`src/design/lckd_pkg.sv`:
```
package lckd_pkg;

	localparam int unsigned LINE_LIMIT = 17;
	localparam int unsigned CNT_W      = $clog2(LINE_LIMIT + 1);
	localparam int unsigned WIN_DEPTH  = 9;
	localparam int unsigned KW_COUNT   = 5;
	localparam int unsigned KW_MAX     = 10;

	localparam logic [7:0] CHAR_CR = 8'd13;
	localparam logic [7:0] CHAR_LF = 8'd10;
	localparam logic [7:0] CHAR_NUL = 8'd0;

	typedef logic [WIN_DEPTH-1:0][7:0] window_t;
	typedef logic [KW_COUNT-1:0] hits_t;
	typedef logic [CNT_W-1:0] count_t;

	typedef enum logic [2:0] {
		CMD_NONE   = 3'd0,
		CMD_R1_ON  = 3'd1,
		CMD_R1_OFF = 3'd2,
		CMD_R2_ON  = 3'd3,
		CMD_R2_OFF = 3'd4,
		CMD_TEMP   = 3'd5
	} cmd_t;

	typedef logic [KW_MAX-1:0][7:0] kw_text_t;

	localparam kw_text_t KW_TEXT [KW_COUNT] = '{
		{8'h00, "relay1 on"},
		{"relay1 off"},
		{8'h00, "relay2 on"},
		{"relay2 off"},
		{8'h00, 8'h00, 8'h00, 8'h00, 8'h00, "temp?"}
	};

	localparam int unsigned KW_LEN [KW_COUNT] = '{9, 10, 9, 10, 5};

	// Character i of keyword k, counted from the start of the keyword.
	function automatic logic [7:0] kw_char(input int unsigned k, input int unsigned i);
		kw_char = KW_TEXT[k][KW_LEN[k] - 1 - i];
	endfunction

endpackage

```
`src/design/lckd_match.sv`:
```
module lckd_match (
	input  lckd_pkg::window_t win,
	input  logic [7:0]        rx_char,
	output lckd_pkg::hits_t   hits
);
	import lckd_pkg::*;

	// A keyword ends with the new character when its earlier characters sit in
	// the window, newest first.
	always_comb begin
		for (int unsigned k = 0; k < KW_COUNT; k++) begin
			hits[k] = (rx_char == kw_char(k, KW_LEN[k] - 1));
			for (int unsigned j = 0; j < KW_MAX - 1; j++) begin
				if (j + 2 <= KW_LEN[k]) begin
					if (win[j] != kw_char(k, KW_LEN[k] - 2 - j)) begin
						hits[k] = 1'b0;
					end
				end
			end
		end
	end

endmodule

```
`src/design/line_command_keyword_decoder_unit.sv`:
```
// Decodes relay and temperature commands from a stream of received bytes, one
// byte per transaction, and gives exactly one result per byte. Up to 17 bytes
// of a line are examined; a zero byte stops keyword matching until the line
// ends, and a carriage return or line feed ends the line, reports the command
// of highest priority that was seen and, for a relay command, switches the
// relay at once. A byte passes through an input register, then a result
// register, and a new byte can be accepted in every cycle while the result
// side is not stalled.
module line_command_keyword_decoder_unit (
	input  logic       clk,
	input  logic       arst_n,
	input  logic       in_valid,
	output logic       in_stall,
	input  logic [7:0] rx_byte,
	output logic       out_valid,
	input  logic       out_stall,
	output logic [2:0] command_code,
	output logic       line_end,
	output logic       relay_one,
	output logic       relay_two
);
	import lckd_pkg::*;

	logic       valid_s1;
	logic [7:0] byte_s1;

	window_t    win_q;
	count_t     kept_q;
	hits_t      hits_q;
	logic       zero_q;
	logic [1:0] relay_q;

	logic       out_valid_q;
	cmd_t       code_q;
	logic       line_end_q;

	logic       out_free;
	logic       advance;
	logic       is_end;
	logic       keep;
	hits_t      match_hits;
	cmd_t       code_d;
	logic [1:0] relay_d;

	assign out_free = !out_valid_q || !out_stall;
	assign advance  = valid_s1 && out_free;
	assign in_stall = valid_s1 && !out_free;

	assign is_end = (byte_s1 == CHAR_CR) || (byte_s1 == CHAR_LF);
	assign keep   = !is_end && (kept_q < count_t'(LINE_LIMIT));

	lckd_match u_match (
		.win     (win_q),
		.rx_char (byte_s1),
		.hits    (match_hits)
	);

	always_comb begin
		code_d = CMD_NONE;
		for (int k = KW_COUNT - 1; k >= 0; k--) begin
			if (hits_q[k]) begin
				code_d = cmd_t'(3'(k + 1));
			end
		end
		if (!is_end) begin
			code_d = CMD_NONE;
		end
		relay_d = relay_q;
		case (code_d)
			CMD_R1_ON:  relay_d[0] = 1'b1;
			CMD_R1_OFF: relay_d[0] = 1'b0;
			CMD_R2_ON:  relay_d[1] = 1'b1;
			CMD_R2_OFF: relay_d[1] = 1'b0;
			default:    relay_d = relay_q;
		endcase
	end

	always_ff @(posedge clk or negedge arst_n) begin
		if (!arst_n) begin
			valid_s1 <= 1'b0;
		end else if (!in_stall) begin
			valid_s1 <= in_valid;
		end
	end

	always_ff @(posedge clk) begin
		if (!in_stall && in_valid) begin
			byte_s1 <= rx_byte;
		end
	end

	always_ff @(posedge clk or negedge arst_n) begin
		if (!arst_n) begin
			win_q   <= '0;
			kept_q  <= '0;
			hits_q  <= '0;
			zero_q  <= 1'b0;
			relay_q <= 2'b00;
		end else if (advance) begin
			relay_q <= relay_d;
			if (is_end) begin
				win_q  <= '0;
				kept_q <= '0;
				hits_q <= '0;
				zero_q <= 1'b0;
			end else if (keep) begin
				if (byte_s1 == CHAR_NUL) begin
					zero_q <= 1'b1;
				end else if (!zero_q) begin
					hits_q <= hits_q | match_hits;
				end
				win_q  <= {win_q[WIN_DEPTH-2:0], byte_s1};
				kept_q <= kept_q + count_t'(1);
			end
		end
	end

	always_ff @(posedge clk or negedge arst_n) begin
		if (!arst_n) begin
			out_valid_q <= 1'b0;
		end else if (out_free) begin
			out_valid_q <= valid_s1;
		end
	end

	always_ff @(posedge clk) begin
		if (advance) begin
			code_q     <= code_d;
			line_end_q <= is_end;
		end
	end

	assign out_valid    = out_valid_q;
	assign command_code = code_q;
	assign line_end     = line_end_q;
	assign relay_one    = relay_q[0];
	assign relay_two    = relay_q[1];

`ifndef SYNTHESIS
	assert property (@(posedge clk) disable iff (!arst_n)
		kept_q <= count_t'(LINE_LIMIT))
		else $error("kept byte count passed the line limit");

	assert property (@(posedge clk) disable iff (!arst_n)
		advance && is_end |=> (hits_q == '0) && (kept_q == '0) && !zero_q)
		else $error("line state not cleared after line end");

	assert property (@(posedge clk) disable iff (!arst_n)
		out_valid && !line_end |-> command_code == CMD_NONE)
		else $error("command reported on a byte that did not end a line");

	assert property (@(posedge clk) disable iff (!arst_n)
		!advance |=> $stable(relay_q) && $stable(hits_q))
		else $error("line state changed without a transaction");

	assert property (@(posedge clk) disable iff (!arst_n)
		advance && !is_end |=> $stable(relay_q))
		else $error("relay switched on a byte that did not end a line");
`endif

endmodule

```
`config.mk`:
```
export PLATFORM = sky130hd
export DESIGN_NAME = line_command_keyword_decoder_unit
export DESIGN_NICKNAME = d
export VERILOG_FILES = /design/src/design/lckd_pkg.sv /design/src/design/lckd_match.sv /design/src/design/line_command_keyword_decoder_unit.sv
export SDC_FILE = /design/constraint.sdc
export NUM_CORES = 1
export LEC_CHECK = 0
export BUFFER_PORTS_ARGS = -buffer_cell sky130_fd_sc_hd__buf_4
export CORE_MARGIN = 1.5
export CORE_UTILIZATION = 55
export CTS_CLUSTER_DIAMETER = 120
export DETAILED_ROUTE_END_ITERATION = 8
export HOLD_SLACK_MARGIN = 0.1
export PLACE_DENSITY = 0.73
export SYNTH_ARGS = -nofsm -noshare
export SYNTH_HDL_FRONTEND = slang
export SYNTH_SLANG_ARGS = --single-unit
```
`constraint.sdc`:
```
create_clock -name clk -period 3.55 [get_ports clk]
set_input_delay 0.1775 -clock clk [delete_from_list [all_inputs] [get_ports clk]]
set_output_delay 0.1775 -clock clk [all_outputs]
set_load 0.02 [all_outputs]
```
Word-level counts from Yosys, hierarchy flattened
Cells that the tools add are included.
{ "classes": {"addsub": 1, "magnitude_cmp": 1, "n_eq_ne": 34, "n_mux": 52, "n_bitwise": 1, "reduce_logical": 21} }
{ "op_table": {"columns": ["op", "n"], "rows": [
  ["72-bit 2-to-1 mux", 2],
  ["8-bit by 7-bit != test with 1-bit output, second input constant", 17],
  ["8-bit by 6-bit != test with 1-bit output, second input constant", 6],
  ["1-bit 2-to-1 mux", 36],
  ["5-bit 2-to-1 mux", 6],
  ["3-bit 2-to-1 mux", 6],
  ["8-bit by 4-bit == test with 1-bit output, second input constant", 2],
  ["8-bit by 7-bit == test with 1-bit output, second input constant", 2],
  ["8-bit by 6-bit == test with 1-bit output, second input constant", 1],
  ["8-bit zero test", 1],
  ["2-bit nonzero test", 4],
  ["3-bit by 2-bit == test with 1-bit output, second input constant", 2],
  ["2-bit AND reduction", 3],
  ["5-bit by 1-bit adder with 5-bit output, second input constant", 1],
  ["1-bit zero test", 5],
  ["5-bit < comparator, second input constant", 1],
  ["5-bit OR", 1],
  ["1-bit logical AND", 4],
  ["1-bit one-hot mux with 2 select lines", 2],
  ["4-bit AND reduction", 1],
  ["3-bit by 1-bit == test with 1-bit output, second input constant", 1],
  ["3-bit == test, second input constant", 1],
  ["3-bit AND reduction", 1],
  ["1-bit logical OR", 2],
  ["2 further kinds", 2]
]} }
{ "word_totals": {"reg_bits": 99, "inputBits": 12, "out_inout_bits": 8, "elab_cells": 129} }

Depth between registers and ports, before layout
{ "depth": {"depth_word": 15, "depth_mapped": 7, "ltp_nobuf": 6} }

Cells and area by module
Synthesis repeated with hierarchy kept, for this count alone.
{ "unflattened": {"cells_unflattened": 302, "area_unflattened_um2": 4098.9} }
{ "by_module_without_submodules": {"columns": ["module", "instances", "cells_per_inst", "area_each_um2", "seq_area_each_um2"], "rows": [
  ["line_command_keyword_decoder_unit", 1, 245, 3676.0, 2537.4],
  ["lckd_match", 1, 57, 422.9, 0.0]
]} }

Worst setup path after synthesis
OpenSTA, ideal clock, no wires.
{ "synth_path": {"path_type": "reg2reg", "startpoint": "register byte_s1[0]", "endpoint": "register win_q[6] (netlist name)", "setup_ps": 127, "t_arrival_ps": 1680, "required_time_ps": 3423, "path_slack_ps": 1742, "stages_incl_launch_ff": 7, "path_buffers": 1, "period_less_slack_ps": 1808, "cell_sequence": "edfxtp_1 and3b_1 o211ai_2 inv_2 o21ai_4 buf_6 mux2_1"} }
{ "synth_between": {"elab_chain_len": 6, "word_cells_on_any_way": 8, "classes_between": "2 x eq/ne; 1 x mux; 5 x reduce/logical"} }
{ "synth_rtl": {"columns": ["item", "line_no", "source"], "rows": [
  ["start: declaration", "line_command_keyword_decoder_unit.sv:25", "logic [7:0] byte_s1;"],
  ["start signal: assignment", "line_command_keyword_decoder_unit.sv:88", "byte_s1 <= rx_byte;"],
  ["8-bit by 4-bit == test with 1-bit output", "line_command_keyword_decoder_unit.sv:49", "assign is_end = (byte_s1 == CHAR_CR) || (byte_s1 == CHAR_LF);"],
  ["1-bit logical OR (*)", "line_command_keyword_decoder_unit.sv:49", null],
  ["via is_end", "line_command_keyword_decoder_unit.sv:39", "logic is_end;"],
  ["1-bit zero test", null, null],
  ["1-bit logical AND", "line_command_keyword_decoder_unit.sv:50", "assign keep = !is_end && (kept_q < count_t'(LINE_LIMIT));"],
  ["2-bit nonzero test (no line)", null, null],
  ["2-bit AND reduction (no line)", null, null],
  ["end signal: assignment", "line_command_keyword_decoder_unit.sv:112", "win_q <= {win_q[WIN_DEPTH-2:0], byte_s1};"],
  ["end: declaration", "line_command_keyword_decoder_unit.sv:27", "window_t win_q;"]
]} }
Mark *: on every way through the listed nets, which the timed path passes. The rest lies on a longest branch.
A chain may end at the register's enable or synchronous reset.

Final worst setup path
{ "layout_path": {"startpoint": "register byte_s1[2]", "endpoint": "register win_q[55] (netlist name)"} }
Same word-level chain as after synthesis.

==> impl_metrics.ini <==
[yosys]
seq_area_frac_synth_pct = 63.24
yosysWarnings = 0
synthCells = 299
synthesis.nets = 312
synth-edff-count = 12
synthTopCellsByArea = dfrtp_1 (54%), a22o_1 (15%), edfxtp_1 (9.0%)
synthArstFlopShare_pct = 87.88
ys_seq_elements = 99
yosysUniqueCellTypes = 48
yosysTopAreaCell = dfrtp_1
synth_top_area_share_pct = 54.26
syn_avg_cell_area_um2 = 13.42
netlist_area_mm2 = 0.004013
ys.flop_type = dfrtp_1

[clocking]
clk_pin_slew_worst_paths_ps = 110
cts_inserted_buffers = 9
cts.sinks = 99
cts_buffer_depth = 2
clock_latency_ps = 370
htree_levels = 3
cts_tree = yes
root_buffer = clkbuf_8

[worst_setup_path]
crit_path_start_kind = flip-flop
cp-end-kind = flip-flop
worstPathRequired_ps = 3850
slowest_delay_ps = 650
crit_path_top_delay_cell = o21ai_4
critical_path_class = reg2reg
critical_path.max_fanout = 38
crit_chain = and3b_1 -> o211ai_2 -> inv_2 -> o21ai_4 -> buf_12 -> a22o_1
cp.arrival_ps = 2630

[flow_run]
maxCapViolCount = 0

[sta]
hold_viol = 0
fin_tns_setup_ps = 0
setup_viol = 0
worst_pin_slew_ps = 1067
final_max_slew_viol_count = 0
finalCriticalPeriod_ps = 2329
rsz0062_at_grt = false
timing.fmax_ghz = 0.4293
fin_crit_sh_pct = 65.61
max-slew-margin-rel_pct = 28.85
skew_ps = 12.95

[cells_and_area]
area_delta_synth_final_pct = 12.88
final_cell_mix = dfrtp_1 (87), a22o_1 (71), buf_4 (21)
final_cells = 429
nFillCells = 540
layout_commonest_cell = dfrtp_1
nets = 341
drive_above_1_share_pct = 15.32
antennaDiodeCount = 0

[global_routing]
grt_pass1_vias = 2615
antenna_found_initial = 0
grtUsageTotal_pct = 23.65
grt_pass1_wl_um = 13690
gr-total-overflow = 0
grt_max_degree = 88

[floorplan]
fp.dieH_um = 88.42
core_area_mm2 = 0.006907
ios = 20
start_util_pct = 58.10
rows = 30
die_area_mm2 = 0.007817
die_w_um = 88.42

[power]
switching_share_pct = 34.68
power_leakage_uw = 0.001959
ir_worst_vdd_v = 0.0004504
switchingPower_uw = 1234
p_seq_share_pct = 57.5
power.share.clock_pct = 19.4
combinationalPowerShare_pct = 23.1
internal_power_uw = 2324
p_per_area_mw_per_mm2 = 785.6

[placed_design]
dp_hpwl_um = 5414
io_buffers = 19
dpl.cell_count = 402
place_congestion = 0.8676

[route]
drt-vias-per-instance = 6.135
wire_per_inst_um = 19.40
drt_drc_violations_left = 0
first_pass_iters = 4
postRouteAntennaNets = 0
wl_um = 8324
first_iter_violations = 252
vias = 2632

[min_path]
hold_class = reg2reg

[run_status]
status = completed
cells in the mapped netlist (all sizes together) (2+ instances only):
library cell   n
dfrtp         87
o211ai         2
nor2b          3
inv            3
nand3b         2
edfxtp        12
nor4b          7
nand3          4
nor2          17
buf           15
nor3           7
o21ai          6
and2           2
nand2b         3
xor2           2
nor4           5
nand4b         3
nand4         10
nor4bb         5
mux2           4
nand2         13
a22o          71
area by class of cell:
cell class              count  area, µm²  area share (%)
flip-flops and latches     99       2537           56.02
multi-input cells         182       1385           30.58
repair buffers             33      287.8           6.354
clock buffers               9      123.9           2.735
well taps                  96      120.1           2.652
clock inverters             7      63.81           1.409
inverters                   3      11.26          0.2486
through the flow:
step / worst slack [ps] / cell area (µm²) / utilization (%) / hold WS (ps) / total power (µW)
2_1_floorplan: 1742 / 4013 / - / -118.1 / 2568
3_3_place_gp: 1307 / 4232 / 61.27 / 356.1 / 2822
3_5_place_dp: 1261 / 4232 / 61.27 / 356.8 / 2866
4_1_cts: 1223 / 4529 / 65.58 / 484.8 / 3573
5_1_grt: 1080 / 4529 / 65.58 / 491.9 / 3767
6_report: 1221 / 4529 / 65.58 / 486.6 / 3558
metal layers:
layer	part of all wire [%]	track usage, %	vias to the layer above	wire length, µm
met5	0	0	-	0
met4	1.5	5.824	0	125
met3	5.0	6.437	11	418
met2	47	35.88	68	3920
met1	46	34.29	1333	3859
li1	-	-	1220	-
timing repair:
item,CTS,global route
hold buffers,11,0
resized for setup,0,0
buffers inserted,0,0
hold endpoints to repair,97,0
endpoints found under the setup margin,0,0
critical path, delay by kind of cell, from the launching register on:
kind                   cells  cell delay, ps
buffers and inverters      2             430
AO/OA/AOI/OAI              3            1070
flip-flops                 1             500
AND/OR/NAND/NOR            1             240
flip-flops by register name (all words and copies together), names as in the netlist:
name	cells
relay_q	2
zero_q	1
line_end	1
hits_q	5
command_code	3
win_q	72
valid_s1	1
byte_s1	8
out_valid	1
kept_q	5
power groups by stage:
stage | clock, µW | combinational, µW | sequential (µW)
after floorplan | 0 | 682 | 1890
after global routing | 754 | 914 | 2100
after CTS | 711 | 830 | 2030
final | 691 | 823 | 2040
after global placement | 0 | 784 | 2040
after detailed placement | 0 | 819 | 2050
cells by family after synthesis:
kind of cell | Yosys count | synth area share [%]
adder cells (fa/ha/maj) | 1 | 0.3118
XOR/XNOR | 3 | 0.6549
buffers and inverters | 18 | 2.370
multiplexers | 4 | 1.122
flip-flops | 99 | 63.24
AND/OR/NAND/NOR | 87 | 13.22
AO/OA/AOI/OAI | 87 | 19.08
path summary, 6_finish.rpt:
kind | depth (start not counted) | startpoint | slack, ps | endpoint
setup / recovery | 6 | byte_s1[2]$_DFFE_PP_ | 1220 | win_q[55]$_DFFE_PN0P_
hold / removal | 1 | valid_s1$_DFFE_PN0N_ | 490 | out_valid$_DFFE_PN0N_
setup reg to reg | 6 | byte_s1[2]$_DFFE_PP_ | 1220 | win_q[55]$_DFFE_PN0P_
hold reg to reg | 1 | valid_s1$_DFFE_PN0N_ | 490 | out_valid$_DFFE_PN0N_
max in group asynchronous | 2 | arst_n | 2330 | kept_q[2]$_DFFE_PN0P_
min in group asynchronous | 2 | arst_n | 540 | win_q[49]$_DFFE_PN0P_
Power figures use the tool's default switching activity.
